`src/rtl/slac_pkg.sv`:
```
`timescale 1ns / 1ps
`default_nettype none
// ----------------------------------------------------------------------------
// slac_pkg
// shared types, codes and default sizes of the set-associative block cache
// ----------------------------------------------------------------------------
package slac_pkg;

  // default geometry (counts must be powers of two)
  localparam int WAYS_DEF        = 16;
  localparam int SETS_DEF        = 2;
  localparam int SET_SPAN_DEF    = 4;
  localparam int LINE_BYTES_DEF  = 128;
  localparam int TAG_SHIFT_DEF   = 7;
  localparam int STAMP_WIDTH_DEF = 32;

  // fixed field widths
  localparam int ADDR_W     = 32;
  localparam int BLK_W      = 28;
  localparam int BLK_SHIFT  = 4;
  localparam int SLOT_W     = 3;
  localparam int WORD_BITS  = 64;
  localparam int WORD_W     = 4;
  localparam int LINE_WORDS = 16;
  localparam int PE_W       = 8;
  localparam int COUNT_W    = 32;

  localparam int IN_TDATA_W  = 168;
  localparam int OUT_TDATA_W = 144;

  typedef logic [1:0] op_t;
  localparam op_t OP_FIRST_READ = 2'd0;
  localparam op_t OP_READ       = 2'd1;
  localparam op_t OP_WRITE      = 2'd2;
  localparam op_t OP_NONE       = 2'd3;

  typedef logic [1:0] resp_t;
  localparam resp_t RSP_DATA       = 2'd0;
  localparam resp_t RSP_FIRST_HIT  = 2'd1;
  localparam resp_t RSP_FIRST_MISS = 2'd2;

  typedef enum logic [2:0] {
    ST_CLEAR,
    ST_IDLE,
    ST_ADDR,
    ST_SCAN,
    ST_WR_LO,
    ST_WR_HI,
    ST_EMIT,
    ST_MISS_RSP
  } state_t;

  // way scan status toward the sequencer
  typedef struct packed {
    logic done;
    logic hit;
  } scan_status_t;

endpackage : slac_pkg
`default_nettype wire

```
`src/rtl/slac_way_scan.sv`:
```
`timescale 1ns / 1ps
`default_nettype none
// ----------------------------------------------------------------------------
// slac_way_scan
// one shared tag/stamp compare unit stepped over the ways of a set
// ----------------------------------------------------------------------------
module slac_way_scan #(
  parameter int WAYS    = 16,
  parameter int TAG_W   = 25,
  parameter int STAMP_W = 32
) (
  input  wire logic                        clk,
  input  wire logic                        rst,
  input  wire logic                        start,
  input  wire logic [TAG_W-1:0]            tag,
  input  wire logic [TAG_W-1:0]            rd_tag,
  input  wire logic [STAMP_W-1:0]          rd_stamp,
  output logic                             rd_en,
  output logic      [$clog2(WAYS)-1:0]     rd_way,
  output slac_pkg::scan_status_t           status,
  output logic      [$clog2(WAYS)-1:0]     hit_way,
  output logic      [$clog2(WAYS)-1:0]     victim_way
);
  import slac_pkg::*;

  localparam int WAY_W = $clog2(WAYS);
  localparam logic [WAY_W-1:0] LAST_WAY = WAY_W'(WAYS - 1);

  logic               active;
  logic [WAY_W-1:0]   iss;
  logic               cmp_vld;
  logic [WAY_W-1:0]   cmp_way;
  logic               hit;
  logic               done;
  logic [STAMP_W-1:0] best;

  assign rd_en  = active;
  assign rd_way = iss;
  assign status = '{done: done, hit: hit};

  always_ff @(posedge clk) begin
    if (rst) begin
      active  <= 1'b0;
      cmp_vld <= 1'b0;
      done    <= 1'b0;
      hit     <= 1'b0;
      iss     <= '0;
    end else begin
      done    <= 1'b0;
      cmp_vld <= 1'b0;
      if (start) begin
        active <= 1'b1;
        iss    <= '0;
        hit    <= 1'b0;
      end else if (active) begin
        cmp_vld <= 1'b1;
        if (iss == LAST_WAY) begin
          active <= 1'b0;
        end else begin
          iss <= iss + 1'b1;
        end
      end
      // ram data for cmp_way is present now
      if (cmp_vld) begin
        if (rd_tag == tag) begin
          hit <= 1'b1;
        end
        if (cmp_way == LAST_WAY) begin
          done <= 1'b1;
        end
      end
    end
  end

  // payload side of the compare unit
  always_ff @(posedge clk) begin
    if (active && !start) begin
      cmp_way <= iss;
    end
    if (cmp_vld) begin
      // later matches win: highest matching way
      if (rd_tag == tag) begin
        hit_way <= cmp_way;
      end
      // strict less keeps the lowest way on a tie
      if (cmp_way == '0 || rd_stamp < best) begin
        best       <= rd_stamp;
        victim_way <= cmp_way;
      end
    end
  end

endmodule : slac_way_scan
`default_nettype wire

```
`config.mk`:
```
export PLATFORM = sky130hd
export DESIGN_NAME = slac_way_scan
export DESIGN_NICKNAME = d
export VERILOG_FILES = /design/src/rtl/slac_pkg.sv /design/src/rtl/slac_way_scan.sv
export SDC_FILE = /design/constraint.sdc
export NUM_CORES = 1
export LEC_CHECK = 0
export ABC_CLOCK_PERIOD_IN_PS = 3200
export BUFFER_PORTS_ARGS = -buffer_cell sky130_fd_sc_hd__buf_2
export CORE_MARGIN = 5
export CORE_UTILIZATION = 46
export CTS_BUF_LIST = sky130_fd_sc_hd__clkbuf_4 sky130_fd_sc_hd__clkbuf_8
export DETAILED_ROUTE_END_ITERATION = 10
export GPL_TIMING_DRIVEN = 0
export PLACE_DENSITY = 0.78
export SKIP_LAST_GASP = 1
export SYNTH_ARGS = -nofsm -noshare
export SYNTH_HDL_FRONTEND = slang
export SYNTH_SLANG_ARGS = --single-unit
```
`constraint.sdc`:
```
create_clock -name clk -period 3.2 [get_ports clk]
set_input_delay 0.32 -clock clk [delete_from_list [all_inputs] [get_ports clk]]
set_output_delay 0.32 -clock clk [all_outputs]
set_load 0.01 [all_outputs]
```
==> impl_summary.txt, run 1 <==
----------------------------------------------------
[Clocking]
  # hold bufs at CTS ... 0
  Maximum clock path buffer count ... 2
  Clock sink count ... 52
  CTS H-tree depth ... 2
  Root Buffer ... sky130_fd_sc_hd__clkbuf_8
  Clock tree from TritonCTS ... yes
  Clock input transition at the sequential cells of the worst setup and hold paths ... 0.09 ns
  Worst-skew pair later-pin latency ... 0.29 ns
  Total CTS buffers ... 5
  Post-CTS repair timing setup buffer count ... 0
  CTS resizes ... 0

[Placed design]
  Dpl cell area ... 3339 sq um
  GP Congestion ... 0.7305
  Worst-case setup slack after placement ... 0.4155 ns
  HPWL reported at the end of detailed placement ... 4606 um
  Port bufs ... 99

[Timing]
  Number of setup violations in the final report ... 0
  Setup ws final ... 0.5449 ns
  Shortest period the worst path allows ... 2.655 ns
  Relative max-transition margin ... 0.5856
  Number of hold violations in the final report ... 0
  Period Utilization, post-route ... 0.8297
  Setup repair after global routing missed its margin ... no
  Worst-case clock skew ... 0.006111 ns
  Actual transition at the worst max-transition pin ... 0.6192 ns
  Highest attainable clock frequency ... 376.6 MHz
  Worst Hold Margin ... 0.2129 ns
  Total count of max-transition violations in the final report ... 0
  Post-Route Setup TNS ... 0 ns

[Synthesis]
  Average cell area after synthesis ... 11.94 sq um
  Register area share after synthesis ... 0.5464
  Cell variety after synth ... 30
  Most used flip-flop cell after synthesis ... sky130_fd_sc_hd__edfxtp_1
  Cell area after technology mapping ... 2711 sq um
  EDFF count, synth ... 44
  Number of synthesis warnings ... 0
  Synthesized flop and latch total ... 52
  Synth Net Count ... 344
  Share of synthesized registers carrying an async set or reset ... 0
  Synthesized netlist cell count ... 227

[Finish]
  Synthesis-to-layout area growth ... 26.44%
  Layout Cell Area excl Fill ... 3428 sq um
  Layout cell share with drive strength beyond 1 ... 0.3373
  Layout Nets ... 451
  Antenna cell count ... 0
  Post-route core utilization ... 0.5895

[Setup path]
  Maximum fanout count along the critical path ... 20
  Critical-path cell list ... inv_1 > ha_1 > a21oi_1 > o21ai_1 > a221oi_1 > o2111ai_1 > o21ai_4 > buf_16
  Endpoint required time on the critical path ... 3.21 ns
  Critical R2R Launch ... best[25]
  Critical path launch point type ... flop
  Critical Path Sink Type ... flop
  Maximum single-stage delay on the critical path ... 0.55 ns
  Category of the critical setup timing path ... reg2reg
  Critical path origin ... best[25]
  Arrival time reported for the critical path endpoint ... 2.66 ns
  Slowest library cell on the worst path ... sky130_fd_sc_hd__o21ai_4

[Detailed routing]
  Remaining antenna violation count after routing ... 0
  Drt via density ... 4.905
  Pre-antenna DRT Iters ... 4
  Routed wire length per instance ... 13.57 um
  DRC violation count after routing ... 0
  Via count ... 2,011
  Wire length after detailed routing ... 5563 um
  Count of routing violations after the opening detailed-route iteration ... 61

[Global route]
  Wire length of the first global-routing pass ... 9177 um
  Number of global-route vias before repair ... 2,114
  GRT overflow ... 0
  Total routing usage reported by global routing ... 0.1532
  Initial antenna violation count ... 0
  Maximum number of pins on one net before global-route repair ... 21

[Worst hold path]
  Worst Min Path Start ... rd_stamp[22]
  Hold/Removal Path Class ... in2reg

[Floorplanning]
  Total I/O pin count ... 100
  Cell Rows ... 28
  Core area ... 5816 sq um
  Die ar. ... 7530 sq um
  Effective utilization at floorplan ... 0.4662
  Floorplan die height ... 86.78 um
  Die boundary width ... 86.78 um

[Run]
  Max-capacitance violation count ... 0

[Status]
  Status ... complete, no violations

[Power and ir drop]
  Leakage power summed over all cells ... 1.554 nW
  Power per Cell Area ... 383.3 nW/um^2
  Maximum vdd drop ... 0.0003117 V

----------------------------------------------------
-- placed cells by master, fill, tap and decap left out, types with 2 or more instances in the layout --
cell | netlist | routed
sky130_fd_sc_hd__a21oi_1 | 16 | 16
sky130_fd_sc_hd__inv_1 | 31 | 31
sky130_fd_sc_hd__nor3_1 | 5 | 5
sky130_fd_sc_hd__edfxtp_1 | 44 | 44
sky130_fd_sc_hd__xnor2_1 | 26 | 26
sky130_fd_sc_hd__nor3b_1 | 2 | 2
sky130_fd_sc_hd__clkbuf_4 | 0 | 2
sky130_fd_sc_hd__buf_2 | 0 | 99
sky130_fd_sc_hd__ha_1 | 32 | 32
sky130_fd_sc_hd__dfxtp_1 | 8 | 8
sky130_fd_sc_hd__nand4_1 | 8 | 8
sky130_fd_sc_hd__nand3_1 | 5 | 5
sky130_fd_sc_hd__nand2_1 | 14 | 14
sky130_fd_sc_hd__and4_1 | 2 | 2
sky130_fd_sc_hd__nor2b_1 | 3 | 3
sky130_fd_sc_hd__o21ai_0 | 4 | 4
sky130_fd_sc_hd__clkbuf_8 | 0 | 5
sky130_fd_sc_hd__buf_4 | 2 | 2
sky130_fd_sc_hd__nor2_1 | 9 | 9
sky130_fd_sc_hd__o21ai_1 | 3 | 2
-- cell families (layout without fill, tap and decap cells) --
| group | after synthesis | after routing | share of synthesized area |
|---|---|---|---|
| xor+xnor | 27 | 27 | 0.08722 |
| mux | 1 | 1 | 0.003692 |
| flops | 52 | 52 | 0.5464 |
| fa+ha+maj | 32 | 32 | 0.1477 |
| compound gates | 29 | 29 | 0.06092 |
| simple gates | 53 | 53 | 0.1057 |
| buf+inv | 33 | 141 | 0.04845 |
-- through the flow --
step | power (mW) | cells
after floorplan | 0.8729 | 227
after global placement | 0.9561 | 401
after detailed placement | 0.9678 | 402
after CTS | 1.335 | 410
after global routing | 1.400 | 410
final | 1.314 | 410
-- flip-flops by register name, indices dropped and copies added, names as in the netlist --
name / count
hit_way: 4
cmp_vld: 1
best: 32
victim_way: 4
rd_way: 4
rd_en: 1
hit: 1
done: 1
cmp_way: 4
-- worst max-delay path, delay by kind of cell (launching register included) --
family | cells | cell delay, ns
compound gates | 5 | 1.44
fa+ha+maj | 1 | 0.23
buf+inv | 2 | 0.31
flops | 1 | 0.38
-- cell type report --
class / instances / area, sq um
plain buffers: 2 / 15.01
multi-input cells: 142 / 1110
clock inverters: 1 / 5.005
repair buffers: 100 / 523.0
inverters: 31 / 116.4
flip-flops and latches: 52 / 1481
clock buffers: 7 / 83.83
well taps: 75 / 93.84
fillers: 526 / 2387
-- report_power, final --
part	internal [mW]	switching, mW
logic	0.0960	0.0904
clock network	0.171	0.193
registers	0.756	0.00811
total	1.02	0.292
-- synthesized netlist by cell type, types with 4 or more instances --
library cell / instances / area [sq um]
sky130_fd_sc_hd__inv_1: 31 / 116.4
sky130_fd_sc_hd__dfxtp_1: 8 / 160.2
sky130_fd_sc_hd__xnor2_1: 26 / 227.7
sky130_fd_sc_hd__edfxtp_1: 44 / 1321
sky130_fd_sc_hd__nand2_1: 14 / 52.55
sky130_fd_sc_hd__nor3_1: 5 / 25.02
sky130_fd_sc_hd__nand4_1: 8 / 50.05
sky130_fd_sc_hd__a21oi_1: 16 / 80.08
sky130_fd_sc_hd__ha_1: 32 / 400.4
sky130_fd_sc_hd__nor2_1: 9 / 33.78
sky130_fd_sc_hd__nand3_1: 5 / 25.02
sky130_fd_sc_hd__o21ai_0: 4 / 20.02
-- worst paths after layout --
kind,endpoint,slack [ns],depth (start not counted)
hold reg to reg,victim_way[2],0.52,0
hold / removal,best[22],0.21,1
setup reg to reg,victim_way[1],0.54,8
setup / recovery,victim_way[1],0.54,8
-- metal layers --
metal,vias up,wire (um),track usage
met5,-,0,0
met4,0,75,0.04249
met3,9,274,0.03802
met2,41,2970,0.2830
met1,937,2242,0.1742
li1,1024,-,-
(Power assumes the default switching activity.)
==> inputs of run 2 (changes only) <==
--- a/config.mk
+++ b/config.mk
@@ -5,7 +5,7 @@
 export SDC_FILE = /design/constraint.sdc
 export NUM_CORES = 1
 export LEC_CHECK = 0
-export ABC_CLOCK_PERIOD_IN_PS = 3200
+export ABC_CLOCK_PERIOD_IN_PS = 2300
 export BUFFER_PORTS_ARGS = -buffer_cell sky130_fd_sc_hd__buf_2
 export CORE_MARGIN = 5
 export CORE_UTILIZATION = 46
==> constraint.sdc (replaced) <==
create_clock -name clk -period 2.3 [get_ports clk]
set_input_delay 0.23 -clock clk [delete_from_list [all_inputs] [get_ports clk]]
set_output_delay 0.23 -clock clk [all_outputs]
set_load 0.01 [all_outputs]
==> impl_summary.txt, run 2 (same netlist as run 1, synthesis figures left out) <==
----------------------------------------------------
[Global route]
  Total routing usage reported by global routing ... 0.1549
  Initial antenna violation count ... 0
  GRT overflow ... 0
  Wire length of the first global-routing pass ... 9032 um
  Maximum number of pins on one net before global-route repair ... 17
  Number of global-route vias before repair ... 2,041

[Floorplanning]
  Cell Rows ... 28
  Core area ... 5816 sq um
  Floorplan die height ... 86.78 um
  Die ar. ... 7530 sq um
  Effective utilization at floorplan ... 0.4662
  Die boundary width ... 86.78 um
  Total I/O pin count ... 100

[Timing]
  Relative max-transition margin ... 0.6064
  Actual transition at the worst max-transition pin ... 0.5856 ns
  Shortest period the worst path allows ... 2.249 ns
  Setup repair after global routing missed its margin ... yes
  Setup ws final ... 0.05077 ns
  Highest attainable clock frequency ... 444.6 MHz
  Number of hold violations in the final report ... 0
  Worst Hold Margin ... 0.1150 ns
  Total count of max-transition violations in the final report ... 0
  Worst-case clock skew ... 0.003455 ns
  Post-Route Setup TNS ... 0 ns
  Number of setup violations in the final report ... 0
  Period Utilization, post-route ... 0.9779

[Clocking]
  Maximum clock path buffer count ... 2
  Clock input transition at the sequential cells of the worst setup and hold paths ... 0.09 ns
  Clock tree from TritonCTS ... yes
  Worst-skew pair later-pin latency ... 0.30 ns
  Total CTS buffers ... 5
  Root Buffer ... sky130_fd_sc_hd__clkbuf_8
  CTS H-tree depth ... 2
  # hold bufs at CTS ... 0
  Clock sink count ... 52

[Finish]
  Leading cell type in the layout, fill and taps excluded ... sky130_fd_sc_hd__buf_2
  Layout Cell Area excl Fill ... 3622 sq um
  Layout Nets ... 456
  Top reg by flops ... best
  Layout cell share with drive strength beyond 1 ... 0.3794
  Count of placed standard cells in the final layout, fillers left out ... 415
  Post-route core utilization ... 0.6228
  Synthesis-to-layout area growth ... 33.59%
  Antenna cell count ... 0
  Flip-flop count of the largest register after layout ... 32
  Most frequent cells in the layout ... 99 x sky130_fd_sc_hd__buf_2, 44 x sky130_fd_sc_hd__edfxtp_1, 29 x sky130_fd_sc_hd__inv_1, 29 x sky130_fd_sc_hd__ha_1, 26 x sky130_fd_sc_hd__xnor2_1

[Placed design]
  Number of cells in the design after placement ... 401
  HPWL reported at the end of detailed placement ... 4463 um
  GP Congestion ... 0.7639
  Worst-case setup slack after placement ... -0.5414 ns
  Dpl cell area ... 3337 sq um
  Port bufs ... 99

[Run]
  Max-capacitance violation count ... 0

[Detailed routing]
  Routed wire length per instance ... 14.19 um
  Count of routing violations after the opening detailed-route iteration ... 51
  Remaining antenna violation count after routing ... 0
  Via count ... 2,011
  Wire length after detailed routing ... 5888 um
  Pre-antenna DRT Iters ... 5
  DRC violation count after routing ... 0
  Drt via density ... 4.846

[Worst hold path]
  Hold/Removal Path Class ... in2reg
  Worst Min Path Start ... rd_stamp[5]

[Power and ir drop]
  Leakage power summed over all cells ... 1.604 nW
  Power per Cell Area ... 547.6 nW/um^2
  Total Power Consumption ... 1.983 mW
  Maximum vdd drop ... 0.0004767 V

[Setup path]
  Critical Path Sink Type ... flop
  Critical R2R Launch ... best[31]
  Critical path launch point type ... flop
  Arrival time reported for the critical path endpoint ... 2.28 ns
  Maximum fanout count along the critical path ... 5
  Endpoint required time on the critical path ... 2.33 ns
  Critical path origin ... best[31]
  Category of the critical setup timing path ... reg2reg

[Status]
  Status ... complete, no violations

----------------------------------------------------
## run 2: changes by cell type in the layout (fill, tap and decap cells not counted), moves of 2 or more
cell and change:
sky130_fd_sc_hd__buf_12 +3, sky130_fd_sc_hd__ha_4 +3, sky130_fd_sc_hd__inv_1 -2, sky130_fd_sc_hd__inv_2 +2
sky130_fd_sc_hd__a21oi_2 +2, sky130_fd_sc_hd__clkbuf_4 -2, sky130_fd_sc_hd__a21oi_1 -2, sky130_fd_sc_hd__ha_1 -3
## run 2: critical path: stages (launching register included)
cell and delay [ns]:
sky130_fd_sc_hd__edfxtp_1 0.36, sky130_fd_sc_hd__inv_1 0.08, sky130_fd_sc_hd__ha_1 0.27, sky130_fd_sc_hd__and4_1 0.21, sky130_fd_sc_hd__a221oi_4 0.36, sky130_fd_sc_hd__o2111ai_4 0.21, sky130_fd_sc_hd__o21ai_4 0.29, sky130_fd_sc_hd__clkbuf_16 0.21
## run 2: power by group
part / switching (mW) / total [mW] / internal (mW)
Clock: 0.299 / 0.622 / 0.323
Sequential: 0.0117 / 1.06 / 1.05
Combinational: 0.145 / 0.299 / 0.154
## run 2: worst paths after layout
kind / cells after the start / slack (ns) / endpoint
worst max register to register: 7 / 0.05 / best[9]
worst max-delay path: 7 / 0.05 / best[9]
worst min-delay path: 1 / 0.12 / best[5]
worst min register to register: 0 / 0.53 / victim_way[1]
## run 2: metal layers
metal | track usage | up-vias | wire length [um]
met5 | 0 | - | 0
met4 | 0.03541 | 0 | 72
met3 | 0.04658 | 9 | 262
met2 | 0.2782 | 35 | 3232
met1 | 0.1812 | 933 | 2321
li1 | - | 1034 | -
## run 2: cell type report
| class | count | area (sq um) |
|---|---|---|
| Fill cell | 497 | 2193 |
| Sequential cell | 52 | 1481 |
| Multi-Input combinational cell | 143 | 1217 |
| Timing Repair Buffer | 104 | 588.1 |
| Inverter | 31 | 116.4 |
| Tap cell | 75 | 93.84 |
| Clock buffer | 5 | 68.82 |
| Clock inverter | 3 | 41.29 |
| Buffer | 2 | 15.01 |
## run 2: repair_timing
item	4_1_cts	5_1_grt
gates cloned	1	1
hold endpoints to repair	0	0
buffers inserted	4	0
endpoints found under the setup margin	36	36
pin swaps	2	5
resized for setup	1	9
